[src/rtl/greedy_box_suppression_unit_assert.svh]
// Assertion macros shared by the box suppression RTL.
`ifndef GREEDY_BOX_SUPPRESSION_UNIT_ASSERT_SVH
`define GREEDY_BOX_SUPPRESSION_UNIT_ASSERT_SVH

// Checked only while the block is out of reset.
`define GBS_ASSERT(lbl, prop, msg) \
    lbl: assert property (@(posedge i_clk) disable iff (!i_rst_n) prop) else $error(msg);

// Checked at every edge, reset included.
`define GBS_ASSERT_RST(lbl, prop, msg) \
    lbl: assert property (@(posedge i_clk) prop) else $error(msg);

`endif

[src/rtl/gbs_ram.sv]
// Generic single-write, single-read RAM with registered read data.
`default_nettype none

module gbs_ram #(
    parameter int WIDTH = 8,
    parameter int DEPTH = 64
) (
    input  wire logic                                         i_clk,
    input  wire logic                                         i_wr_en,
    input  wire logic [((DEPTH > 1) ? $clog2(DEPTH) : 1)-1:0] i_wr_addr,
    input  wire logic [WIDTH-1:0]                             i_wr_data,
    input  wire logic [((DEPTH > 1) ? $clog2(DEPTH) : 1)-1:0] i_rd_addr,
    output logic      [WIDTH-1:0]                             o_rd_data
);

    logic [WIDTH-1:0] r_mem [DEPTH];

    always_ff @(posedge i_clk) begin
        if (i_wr_en) begin
            r_mem[i_wr_addr] <= i_wr_data;
        end
        o_rd_data <= r_mem[i_rd_addr];
    end

endmodule

`default_nettype wire

[config.mk]
export PLATFORM = sky130hd
export DESIGN_NAME = gbs_ram
export DESIGN_NICKNAME = d
export VERILOG_FILES = /design/src/rtl/greedy_box_suppression_unit_assert.svh /design/src/rtl/gbs_ram.sv
export SDC_FILE = /design/constraint.sdc
export NUM_CORES = 1
export LEC_CHECK = 0
export BUFFER_PORTS_ARGS = -buffer_cell sky130_fd_sc_hd__buf_2
export CORE_MARGIN = 2
export CORE_UTILIZATION = 45
export DETAILED_ROUTE_END_ITERATION = 8
export PLACE_DENSITY = 0.71
export SLEW_MARGIN = 20
export SYNTH_ARGS = -nofsm -noshare
export SYNTH_HDL_FRONTEND = slang
export SYNTH_SLANG_ARGS = --single-unit
[constraint.sdc]
create_clock -name i_clk -period 2.5 [get_ports i_clk]
set_input_delay 0.125 -clock i_clk [delete_from_list [all_inputs] [get_ports i_clk]]
set_output_delay 0.125 -clock i_clk [all_outputs]
set_load 0.005 [all_outputs]
# Yosys cells after proc, flatten, opt, wreduce, memory -nomap -nowiden

Memories as Yosys holds them, arrays and structs flattened. A register that Yosys moved wholly into a read port is not among the register bits.
Index checks and enable logic that the tools add are counted.

Muxes and demuxes: 2

Operators by type and width:

| kind    | number |
|---|---|
| $mux W1 | 2 |

Output and inout bits: 8
Memories: 1
RAM bits: 512
Bits in registers: 0
Logic and storage cells: 3

Memory list:

| name  | depth | bits a word | rd ports | clocked after memory_dff | write ports | RTL line      | text |
|---|---|---|---|---|---|---|---|
| r_mem | 64    | 8           | 1        | 1                        | 1           | gbs_ram.sv:16 | `logic [WIDTH-1:0] r_mem [DEPTH];` |

# Depth between registers and ports, before layout

Depth in word-level cells: 2
Gate-level depth with buffers: 9
Depth with buffers taken out: 5

# Least setup slack after synthesis

No wires, ideal clock.

Path type: input-to-reg
From: input i_rd_addr[1] (netlist bit)
To: register o_rd_data[3] (read register of r_mem)
Stages on the path: 7
Path buffers: 3
Setup time: 128 ps
Data required time: 2372 ps
Arrival: 1665 ps
Setup slack: 707 ps
Cell sequence: buf_4 > buf_2 > buf_2 > mux4_2 > mux4_2 > o21ai_1 > o41ai_1

RTL lines:

| element            | RTL line      | text |
|---|---|---|
| start: declaration | gbs_ram.sv:12 | `input wire logic [((DEPTH > 1) ? $clog2(DEPTH) : 1)-1:0] i_rd_addr,` |
| end: declaration   | gbs_ram.sv:13 | `output logic [WIDTH-1:0] o_rd_data` |

==> qor.tcl <==
set qor(ys_types) 40
set qor(globalRouteMet3Util_pct) 4.24
set qor(worstSkewPairLatency_ns) 0.58
set qor(post-route-period-util_pct) 85.5
set qor(floorplan.io_pins) 30
set qor(max-slew-margin-rel_pct) 49.1
set qor(post-route-worst-setup-slack_ns) 0.363
set qor(drc) 0
set qor(post_dp_cell_area_um2) 21700
set qor(grt_max_degree) 65
set qor(yosysSeqAreaShare_pct) 77.0
set qor(place_hpwl_um) 28400
set qor(first_global_vias) 10100
set qor(critPathCaptureType) {register}
set qor(setup-tns-final_ns) 0
set qor(chipWidth_um) 216
set qor(regArea_um2) 15500
set qor(cp_max_delay_cell) {a221oi_1}
set qor(area.growth.synth_to_final_pct) 14.8
set qor(cts_tree) {built}
set qor(worstPathRequired_ns) 2.94
set qor(fraction_of_final_layout_cells_sized_beyond_drive_strength_1_pct) 30.5
set qor(powerDensity_nw_per_um2) 758
set qor(final_cell_area_um2) 23100
set qor(timing.critical_path.cells) {mux4_2 -> mux2_2 -> a221oi_1 -> o2bb2ai_1}
set qor(finClkSkew_ns) 0.0144
set qor(crit_path_max_incr_delay_ns) 0.69
set qor(final_period_demand_of_the_worst_path_ns) 2.14
set qor(report.final.slew_viol_count) 0
set qor(cells_after_synth) 940
set qor(syn_area_um2) 20200
set qor(avgRoutedWirePerCell_um) 26.1
set qor(worst-path-max-fanout) 1
set qor(p_leak_nw) 7.38
set qor(max_slew.worst_pin.slew_ns) 0.764
set qor(row_count) 77
set qor(gr-max-usage-layer) {met2}
set qor(layout.filler_cells) 3365
set qor(peakVddDrop_uv) 429
set qor(grt_usage_pct) 19.5
set qor(use_met2_pct) 30.8
set qor(dieHeight_um) 216
set qor(avgViaCountPerCell) 5.81
set qor(cts-buffers-inserted) 49
set qor(grt-ovfl-total) 0
set qor(grt_util_met1_pct) 26.7
set qor(rsz0062_at_grt) {no}
set qor(antenna_left) 0
set qor(cts_max_level) 2
set qor(max_freq_mhz) 468
set qor(status) {complete, no violations}
set qor(area_taken_by_multi_input_logic_gates_um2) 4320
set qor(clk_transition_reported_paths_ns) 0.06
set qor(route.vias.total) 9897
set qor(layout_common_cells) {512 x edfxtp_1, 126 x mux4_2, 97 x buf_4}
set qor(clk_path_buf_depth) 3
set qor(antenna_found_initial) 2
set qor(synth-seq-cells) 520
set qor(dr_iter_0_viols) 1184
set qor(die_area_um2) 46500
set qor(synth.net_count) 962
set qor(design.core.area_um2) 44200
set qor(timing_worst_setup_path_type) {reg2reg}
set qor(timing.final.setup_violations) 0
set qor(numPortBuffers) 29
set qor(yosys-top-cells-area) {edfxtp_1 76%, mux4_2 14%, nor2_1 1.5%}
set qor(worstHoldPathType) {in2reg}
set qor(postSynthAreaPerCell_um2) 21.5
set qor(pre_cts_setup_slack_ns) 0.131
set qor(wire_length_of_the_first_global_routing_pass_um) 66200
set qor(gp_congestion) 0.806
set qor(critPathArrivalTime_ns) 2.57
set qor(initial_core_util_pct) 45.6
set qor(startpoint_type) {register}
set qor(synth_top_area_share_pct) 76.2
set qor(finalPower_w) 0.0175
set qor(dr.pass1.iters) 5
set qor(warning_count_from_the_yosys_run) 0
set qor(layout_commonest_cell) {edfxtp_1}
set qor(total_routed_length_um) 44400
set qor(synth_top_area_cell) {edfxtp_1}
set qor(finalHoldViolations) 0
set qor(clock_tree.root_cell) {clkbuf_16}
set qor(finalNetCount) 1097
set qor(cap_violations) 0
set qor(cts.sinks) 520
-- sequential cells by signal, indices dropped and copies added (netlist names) --
signal	flops
r_mem	512
o_rd_data	8
-- critical path: cells and delay by family, from the launching register on --
kind	cells	cell delay (ns)
muxes	2	0.76
AOI/OAI and AO/OA	2	0.86
DFF	1	0.37
-- cells in the mapped netlist --
| library cell | instances |
|---|---|
| edfxtp_1 | 512 |
| mux4_2 | 126 |
| nor2_1 | 83 |
| mux2i_1 | 23 |
| nand2_1 | 19 |
| clkbuf_1 | 17 |
| nor2b_1 | 14 |
| buf_4 | 13 |
| mux2_2 | 13 |
| nand3_1 | 13 |
| buf_2 | 11 |
| dfxtp_1 | 8 |
| o221ai_1 | 8 |
| o22ai_1 | 8 |
| nand2b_1 | 7 |
| nor3_1 | 7 |
| a221oi_1 | 6 |
| a211oi_1 | 4 |
| buf_1 | 4 |
| buf_6 | 4 |
| a21oi_1 | 3 |
| a22oi_1 | 3 |
| nand3b_1 | 3 |
| o2111ai_1 | 3 |
| o2bb2ai_1 | 3 |
| a2111oi_0 | 2 |
| buf_12 | 2 |
| nand4_1 | 2 |
| nor4_1 | 2 |
| o21a_1 | 2 |
| o21ai_0 | 2 |
| o21ai_1 | 2 |
| o221a_2 | 2 |
| o32ai_1 | 2 |
| o41ai_1 | 2 |
| a31oi_1 | 1 |
| and2_1 | 1 |
| nand4b_1 | 1 |
| o311ai_1 | 1 |
| or3_1 | 1 |
-- cell type report --
type	count	share of cell area, %
diodes	1	0.0108
flip-flops and latches	520	67.1
clock buffers	62	5.51
multi-input cells	369	18.6
clock inverters	24	0.827
repair buffers	135	4.68
well taps	592	3.20
-- repair_timing --
action	4_1_cts	5_1_grt
resized for setup	0	0
endpoints found under the hold margin	1	0
setup buffers	0	0
hold buffers	1	0
-- layer usage --
metal  vias to the layer above  wire length [um]
met4                         2              1430
met5                         -                 8
met1                      5210             18400
li1                       4196                 -
met3                        76              3280
met2                       413             21400
-- final timing paths --
check	start	endpoint	slack (ns)	cells past startpoint
setup / recovery	r_mem[46][1]$_DFFE_PP_	o_rd_data[1]$_DFF_P_	0.36	4
hold reg to reg	r_mem[31][4]$_DFFE_PP_	o_rd_data[4]$_DFF_P_	0.85	3
hold / removal	i_wr_data[5]	r_mem[16][5]$_DFFE_PP_	0.06	1
setup reg to reg	r_mem[46][1]$_DFFE_PP_	o_rd_data[1]$_DFF_P_	0.36	4
-- where the power goes --
group / internal (W) / switching (W) / leakage [nW] / total (W)
logic: 0.000374 / 0.000547 / 1.99 / 0.000922
registers: 0.00965 / 0.0000339 / 4.67 / 0.00968
clock network: 0.00390 / 0.00303 / 0.711 / 0.00693
-- through the flow --
| step | std cells | hold WS (ns) | utilization (%) |
|---|---|---|---|
| after detailed placement | 1615 | 0.551 | 49.0 |
| after global placement | 1615 | 0.561 | 49.0 |
| after floorplan | 940 | 0.224 | - |
| after CTS | 1702 | 0.0319 | 52.3 |
| final | 1703 | 0.0564 | 52.3 |
| after global routing | 1702 | 0.0589 | 52.3 |
-- logic make-up (layout without fill, tap and decap cells) --
kind of cell           Yosys count  count (layout)  synth area share (%)
AO/OA/AOI/OAI                   54              54                  2.07
buffers and inverters           51             221                  1.57
flip-flops                     520             520                  77.0
multiplexers                   162             162                  15.9
other                            0               1                     0
AND/OR/NAND/NOR                153             153                  3.39
Power figures use the tool's default switching activity.
