### src/rtl/greedy_box_suppression_unit_assert.svh
// Assertion macros shared by the box suppression RTL.
`ifndef GREEDY_BOX_SUPPRESSION_UNIT_ASSERT_SVH
`define GREEDY_BOX_SUPPRESSION_UNIT_ASSERT_SVH

// Checked only while the block is out of reset.
`define GBS_ASSERT(lbl, prop, msg) \
    lbl: assert property (@(posedge i_clk) disable iff (!i_rst_n) prop) else $error(msg);

// Checked at every edge, reset included.
`define GBS_ASSERT_RST(lbl, prop, msg) \
    lbl: assert property (@(posedge i_clk) prop) else $error(msg);

`endif

### src/rtl/gbs_pkg.sv
// Shared constants and types of the greedy box suppression block.
`default_nettype none

package gbs_pkg;

    localparam int DEF_MAX_KEPT   = 64;
    localparam int DEF_COORD_BITS = 12;

    localparam int               THR_W       = 16;
    localparam logic [THR_W-1:0] THR_RESET   = 16'd32768;
    localparam int               FRAC_BITS   = 16;
    localparam int               SLOT_W      = 6;
    localparam int               OUT_TDATA_W = 8;

    typedef enum logic [2:0] {
        ST_IDLE,
        ST_AREA,
        ST_READ,
        ST_INTER,
        ST_UNION,
        ST_SCALE,
        ST_CMP,
        ST_DONE
    } t_state;

    typedef enum logic [2:0] {
        OP_NONE,
        OP_AREA,
        OP_INTER,
        OP_UNION,
        OP_SCALE
    } t_op;

    typedef struct packed {
        t_op  op;
        logic start;
        logic check;
    } t_unit_ctl;

    typedef struct packed {
        logic hit;
        logic suppress;
    } t_unit_sts;

endpackage

`default_nettype wire

### src/rtl/gbs_iou_unit.sv
// Shared multiplier datapath for box area, overlap and the ratio test.
`default_nettype none

module gbs_iou_unit #(
    parameter int COORD_BITS = gbs_pkg::DEF_COORD_BITS
) (
    input  wire logic                          i_clk,
    input  wire logic                          i_rst_n,
    input  wire gbs_pkg::t_unit_ctl            i_ctl,
    input  wire logic [gbs_pkg::THR_W-1:0]     i_thr,
    input  wire logic [4*COORD_BITS-1:0]       i_new_box,
    input  wire logic [4*COORD_BITS-1:0]       i_kept_box,
    input  wire logic [2*COORD_BITS:0]         i_kept_area,
    output logic      [2*COORD_BITS:0]         o_area,
    output gbs_pkg::t_unit_sts                 o_sts
);
    import gbs_pkg::*;

    localparam int CW  = COORD_BITS;
    localparam int DW  = CW + 1;
    localparam int AW  = 2 * CW + 1;
    localparam int UW  = AW + 2;
    localparam int MBW = THR_W + 1;
    localparam int PW  = UW + MBW;

    logic signed [CW-1:0]  nx1, ny1, nx2, ny2;
    logic signed [CW-1:0]  kx1, ky1, kx2, ky2;
    logic signed [CW-1:0]  min_x2, max_x1, min_y2, max_y1;
    logic signed [DW-1:0]  ndx, ndy, ovx, ovy;
    logic                  disjoint;
    logic signed [UW-1:0]  mul_a;
    logic signed [MBW-1:0] mul_b;
    logic signed [PW-1:0]  mul_p;
    logic signed [PW-1:0]  lhs;
    logic                  hit;

    logic signed [AW-1:0]  r_area;
    logic signed [AW-1:0]  r_inter;
    logic signed [UW-1:0]  r_union;
    logic signed [PW-1:0]  r_scaled;
    logic                  r_suppress;

    assign nx1 = i_new_box[CW-1:0];
    assign ny1 = i_new_box[2*CW-1:CW];
    assign nx2 = i_new_box[3*CW-1:2*CW];
    assign ny2 = i_new_box[4*CW-1:3*CW];
    assign kx1 = i_kept_box[CW-1:0];
    assign ky1 = i_kept_box[2*CW-1:CW];
    assign kx2 = i_kept_box[3*CW-1:2*CW];
    assign ky2 = i_kept_box[4*CW-1:3*CW];

    always_comb begin
        ndx      = DW'(nx2) - DW'(nx1);
        ndy      = DW'(ny2) - DW'(ny1);
        min_x2   = (nx2 < kx2) ? nx2 : kx2;
        max_x1   = (nx1 > kx1) ? nx1 : kx1;
        min_y2   = (ny2 < ky2) ? ny2 : ky2;
        max_y1   = (ny1 > ky1) ? ny1 : ky1;
        ovx      = DW'(min_x2) - DW'(max_x1);
        ovy      = DW'(min_y2) - DW'(max_y1);
        disjoint = (nx1 > kx2) || (nx2 < kx1) || (ny1 > ky2) || (ny2 < ky1);

        unique case (i_ctl.op)
            OP_AREA: begin
                mul_a = UW'(ndx);
                mul_b = MBW'(ndy);
            end
            OP_INTER: begin
                mul_a = UW'(ovx);
                mul_b = MBW'(ovy);
            end
            OP_SCALE: begin
                mul_a = r_union;
                mul_b = signed'({1'b0, i_thr});
            end
            default: begin
                mul_a = '0;
                mul_b = '0;
            end
        endcase
    end

    assign mul_p = mul_a * mul_b;

    assign lhs = signed'({(PW - FRAC_BITS)'(r_inter), {FRAC_BITS{1'b0}}});
    assign hit = !r_union[UW-1] && (r_union != '0) && (lhs > r_scaled);

    always_ff @(posedge i_clk) begin
        unique case (i_ctl.op)
            OP_AREA:  r_area   <= mul_p[AW-1:0];
            OP_INTER: r_inter  <= disjoint ? '0 : mul_p[AW-1:0];
            OP_UNION: r_union  <= UW'(r_area) + UW'(signed'(i_kept_area)) - UW'(r_inter);
            OP_SCALE: r_scaled <= mul_p;
            default: begin
            end
        endcase
    end

    always_ff @(posedge i_clk) begin
        if (!i_rst_n) begin
            r_suppress <= 1'b0;
        end else if (i_ctl.start) begin
            r_suppress <= 1'b0;
        end else if (i_ctl.check && hit) begin
            r_suppress <= 1'b1;
        end
    end

    assign o_area         = r_area;
    assign o_sts.hit      = hit;
    assign o_sts.suppress = r_suppress;

endmodule

`default_nettype wire

### config.mk
export PLATFORM = sky130hd
export DESIGN_NAME = gbs_iou_unit
export DESIGN_NICKNAME = d
export VERILOG_FILES = /design/src/rtl/greedy_box_suppression_unit_assert.svh /design/src/rtl/gbs_pkg.sv /design/src/rtl/gbs_iou_unit.sv
export SDC_FILE = /design/constraint.sdc
export NUM_CORES = 2
export LEC_CHECK = 0
export ABC_AREA = 1
export CAP_MARGIN = 20
export CORE_MARGIN = 3
export CORE_UTILIZATION = 34
export DETAILED_ROUTE_END_ITERATION = 7
export DONT_BUFFER_PORTS = 1
export REMOVE_ABC_BUFFERS = 1
export SLEW_MARGIN = 15
export SYNTH_ARGS = -nofsm -noshare
export SYNTH_HDL_FRONTEND = slang
export SYNTH_SLANG_ARGS = --single-unit
### constraint.sdc
create_clock -name i_clk -period 8.8 [get_ports i_clk]
set_clock_uncertainty 0.15 [all_clocks]
set_input_delay 0.88 -clock i_clk [delete_from_list [all_inputs] [get_ports i_clk]]
set_output_delay 0.88 -clock i_clk [all_outputs]
set_load 0.01 [all_outputs]
# After elaboration in Yosys (flattened, before gate mapping)

Index checks and enable logic that the tools add are counted.

Output and inout bits: 27
Register bits after elaboration: 122

Add/subtract/negate cells: 6
Bitwise gates (word level): 1
Order comparisons: 9
$mul: 1
Reductions and logical operators: 9
Equality and inequality tests: 4
Muxes and demuxes: 6

Operators with widths:

| kind                                                             | count |
|---|---|
| 27-bit one-hot mux with 3 select lines                           | 1 |
| 12-bit by 12-bit subtractor with 13-bit output                   | 4 |
| 17-bit one-hot mux with 3 select lines                           | 1 |
| 12-bit > comparator                                              | 4 |
| 12-bit less-than comparator                                      | 4 |
| 12-bit 2-to-1 mux                                                | 4 |
| 41-bit by 44-bit > comparator with 1-bit output                  | 1 |
| 27-bit by 17-bit multiplier with 44-bit output                   | 1 |
| 27-bit nonzero test                                              | 1 |
| 26-bit by 25-bit subtractor with 27-bit output                   | 1 |
| 25-bit by 25-bit adder with 26-bit output                        | 1 |
| 3-bit by 2-bit == test with 1-bit output (second input constant) | 2 |
| 3-bit by 1-bit == test with 1-bit output (second input constant) | 1 |
| 3-bit == test (second input constant)                            | 1 |
| 1-bit logical AND                                                | 3 |
| 1-bit logical OR                                                 | 3 |
| 2-bit OR reduction                                               | 1 |
| 1-bit logical NOT                                                | 1 |
| 1-bit inverter                                                   | 1 |

# Longest topological paths before layout

Depth in word-level cells: 5
Gate-level depth with buffers: 50
Mapped depth without buffers: 49

# Worst setup path before layout

No wires, ideal clock.

Path kind: input port to flip-flop
Start point: in i_kept_box[35]
End point: reg r_scaled[37] (data pin)
Required time: 8.391 ns
Path buffers: 4
Slack: -0.289 ns
Stages: 38
Arrival time: 8.680 ns
Path through: inv_1 ha_1 a21oi_1 o21ai_0 a21oi_1 nand2_1 xor2_1 clkbuf_1 nand2_1 o21ai_0 ha_1 inv_1 fa_1 nand3_1 nand3_1 nand2_1 nand2_1 a21o_1 [... 2 more ...] nand3_4 buf_2 nand2_1 fa_1 inv_1 fa_1 fa_1 fa_1 fa_1 fa_1 ha_1 nand2_1 nor2_1 inv_1 nor4_1 nand3_1 nand3_1 xor2_1

Word-level cells in the longest chain between the ends: 5

RTL lines:

| item                                             | RTL line           | source |
|---|---|---|
| start: declaration                               | gbs_iou_unit.sv:12 | `input wire logic [4*COORD_BITS-1:0] i_kept_box,` |
| 12-bit less-than comparator                      | gbs_iou_unit.sv:55 | `min_x2 = (nx2 < kx2) ? nx2 : kx2;` |
| 12-bit 2-to-1 mux *                              | gbs_iou_unit.sv:55 |  |
| 12-bit by 12-bit subtractor with 13-bit output * | gbs_iou_unit.sv:59 | `ovx = DW'(min_x2) - DW'(max_x1);` |
| 27-bit one-hot mux with 3 select lines *         | gbs_iou_unit.sv:63 | `unique case (i_ctl.op)` |
| 27-bit by 17-bit multiplier with 44-bit output * | gbs_iou_unit.sv:83 | `assign mul_p = mul_a * mul_b;` |
| via mul_p[37]                                    | gbs_iou_unit.sv:33 | `logic signed [PW-1:0] mul_p;` |
| end signal: assignment                           | gbs_iou_unit.sv:93 | `OP_SCALE: r_scaled <= mul_p;` |
| end: declaration                                 | gbs_iou_unit.sv:40 | `logic signed [PW-1:0] r_scaled;` |

The timed path passes the listed nets; every way through them passes the cells marked *.
A chain may end at the register's enable or synchronous reset.

# Worst setup path in the final report

Start point: in i_kept_box[43]
End point: reg r_scaled[36] (data pin)

Word-level cells in the longest chain between the ends: 5

RTL lines:

| item                                             | RTL line           | source |
|---|---|---|
| 12-bit less-than comparator                      | gbs_iou_unit.sv:57 | `min_y2 = (ny2 < ky2) ? ny2 : ky2;` |
| 12-bit 2-to-1 mux *                              | gbs_iou_unit.sv:57 |  |
| 12-bit by 12-bit subtractor with 13-bit output * | gbs_iou_unit.sv:60 | `ovy = DW'(min_y2) - DW'(max_y1);` |
| 17-bit one-hot mux with 3 select lines *         | gbs_iou_unit.sv:63 |  |
| 27-bit by 17-bit multiplier with 44-bit output * | gbs_iou_unit.sv:83 |  |
| via mul_p[36]                                    | gbs_iou_unit.sv:33 |  |

Marks and branches as above.

==> flow_summary.json <==
{
  "drive_gt1_share_pct": 22.6,
  "ys_ff_latch": 122,
  "final-max-slew-violation-count": 0,
  "relSlewSlack_pct": 42.4,
  "cp_slowest_cell": "fa_1",
  "routabilityCongestion": 0.951,
  "min_from": "r_suppress",
  "crit_start": "i_kept_box[43]",
  "ys_seq_area_share_pct": 12.2,
  "yosys.area.top_type_share_pct": 31.9,
  "r2r-start": "r_union[1]",
  "fin_crit_ns": 8.70,
  "dp_hpwl_um": 79300,
  "wl_um": 93600,
  "met2_length_um": 46100,
  "cts_num_sinks": 122,
  "synthToLayoutAreaGrowth_pct": 28.5,
  "clock-root-buffer": "clkbuf_16",
  "worst_pin_slew_ns": 0.855,
  "path_clk_slew_ns": 0.07,
  "crit_path_max_fanout": 7,
  "final_util_pct": 44.1,
  "dr_wl_met3_um": 5170,
  "hp-class": "reg -> reg",
  "cts_buffers": 17,
  "drt-pass1-iter-count": 7,
  "rsz0062_at_grt": "true",
  "clock_path_buffers": 2,
  "grt.overflow.total": 0,
  "tritoncts": "yes",
  "yosys-top-cells-area": "fa_1 (32%), inv_1 (13%), ha_1 (13%), edfxtp_1 (12%), nand2_1 (12%)",
  "grt_usage_pct": 19.9,
  "vias": 26254,
  "top_layer": "met4",
  "yosysWarnings": 0,
  "port_buffers": 0,
  "rows": 108,
  "status": "completed",
  "p_per_area_nw_per_um2": 217,
  "ys_types": 48,
  "ant_nets": 0,
  "htreeDepth": 4,
  "route.detailed.drc": 0,
  "hold_viol_final": 0,
  "num_antenna_cells": 0,
  "drv_cap": 0,
  "grt_max_degree": 31,
  "fp.dieW_um": 302,
  "post-route-period-util_pct": 98.8,
  "synth.largest_area_cell": "fa_1",
  "syn_area_um2": 29800,
  "dieArea_um2": 91300,
  "startpoint_type": "input port",
  "critPathRequiredTime_ns": 8.84,
  "critical_path_class": "in -> reg",
  "vias_per_cell": 4.78,
  "vdd_drop_max_uv": 211,
  "grt_pass1_wl_um": 143000,
  "nNetsFinal": 5248,
  "num_io_pins": 171,
  "wl_met1_um": 40400,
  "static-leakage-power_nw": 21.0,
  "clkLatencyLatePin_ns": 0.43,
  "fp.dieH_um": 302,
  "syn_avg_cell_area_um2": 7.70,
  "total_power_mw": 8.33,
  "wl_per_cell_um": 17.0,
  "core_area_um2": 86900,
  "cpMostUsedCell": "fa_1",
  "fmax_mhz": 115,
  "start_util_pct": 34.3,
  "grt_pass1_vias": 26309,
  "setup_viol": 0,
  "antenna_found_initial": 0,
  "end_kind": "register",
  "drt_iter0_drc": 1728,
  "syn_inst": 3873,
  "max_stage_delay_ns": 0.54,
  "cp_data_arrival_time_ns": 8.73
}
==> placed cells by master, fill, tap and decap left out, types with 8 or more instances in the layout <==
| cell | instances |
|---|---|
| inv_2 | 51 |
| nor2_1 | 171 |
| nand3_4 | 12 |
| o21ai_0 | 83 |
| nand2_4 | 18 |
| o21bai_1 | 11 |
| nor3_1 | 11 |
| nand2_2 | 60 |
| nand4_1 | 26 |
| inv_1 | 1000 |
| nand2_1 | 842 |
| clkbuf_16 | 23 |
| ha_1 | 243 |
| a21o_1 | 18 |
| a21oi_2 | 40 |
| fa_2 | 16 |
| o21ai_1 | 42 |
| xnor2_1 | 23 |
| nor2_4 | 22 |
| fa_1 | 460 |
| xor2_1 | 41 |
| a21oi_1 | 139 |
| nand3_1 | 91 |
| buf_12 | 45 |
| nand3_2 | 25 |
| a21oi_4 | 10 |
| a31oi_1 | 8 |
| buf_4 | 432 |
| o21ai_2 | 23 |
| nor3_4 | 8 |
| ha_4 | 53 |
| nor2_2 | 31 |
| edfxtp_1 | 121 |
| buf_6 | 36 |
==> registers in the layout, summed over array words and instances, names as in the netlist <==
signal / count
o_area: 25
r_union: 27
r_inter: 25
r_scaled: 44
r_suppress: 1
==> timing repair <==
action,4_1_cts,5_1_grt
gates cloned,1,11
endpoints found under the hold margin,0,0
pin swaps,22,193
gates resized for setup,86,510
setup endpoints to repair,58,67
buffers inserted,5,53
hold buffers,0,0
==> layout make-up <==
| type | instances | area (um^2) |
|---|---|---|
| clock buffers | 17 | 425 |
| inverters | 1056 | 3980 |
| repair buffers | 524 | 4780 |
| multi-input cells | 2608 | 23900 |
| clock inverters | 15 | 178 |
| flip-flops and latches | 122 | 3650 |
| fillers | 8598 | 48500 |
| well taps | 1155 | 1450 |
==> critical path, delay by kind of cell <==
family          cells  cell delay, ns
compound gates      7            0.98
xor+xnor            1            0.16
simple gates       16            1.50
fa+ha+maj           9            3.95
buf+inv            12            1.24
==> cells by family after synthesis <==
group           after synthesis  synth area share (%)
simple gates               1340                  18.4
buf+inv                    1144                  14.9
fa+ha+maj                   775                  44.5
compound gates              419                  7.88
flops                       122                  12.2
xor+xnor                     73                  2.14
==> metrics by stage <==
step	TNS [ns]	hold slack [ns]	cells	area [um^2]	worst slack, ns
5_1_grt	-4.38	0.377	5497	38300	-0.220
3_3_place_gp	-49.60	0.334	5396	34700	-1.11
6_report	0	0.345	5497	38300	0.102
3_5_place_dp	-50.61	0.338	5396	34700	-1.16
2_1_floorplan	-43.24	0.319	3785	29400	-1.02
4_1_cts	0	0.348	5434	35700	0.00587
==> worst paths after layout <==
kind / end / slack [ns] / depth (start not counted)
setup / recovery: r_scaled[36] / 0.10 / 45
hold / removal: r_suppress / 0.35 / 2
setup reg to reg: r_scaled[22] / 2.47 / 22
hold reg to reg: r_suppress / 0.35 / 2
==> synthesized netlist by cell type (all sizes together) <==
library cell and n:
or2 4, edfxtp 121, nor2 224, nor3 23, o21a 5, nor4 3
and3 2, o211ai 6, a21boi 6, nand4 26, nand3b 6, o311ai 2
o21ai 152, inv 1056, o21bai 16, ha 299, clkbuf 15, buf 73
o221ai 4, o211a 3, and2 3, a31oi 13, xnor2 25, nand2 920
xor2 48, fa 476, o2111ai 2, a21o 20, dfxtp 1, nand3 128
a21oi 189, nor3b 1, a211o 1
==> where the power goes <==
group          internal, mW  switching, mW  total (mW)
logic                  2.94           3.70        6.64
clock network         0.429          0.308       0.737
registers             0.879         0.0740       0.953
total                  4.25           4.08        8.33
==> per-layer routing <==
metal / vias to the layer above / track usage [%]
li1: 12584 / -
met1: 12912 / 26.8
met2: 668 / 34.1
met3: 90 / 2.47
met4: 0 / 4.30
met5: - / 0
No activity file was read; power rests on OpenSTA's default activity.
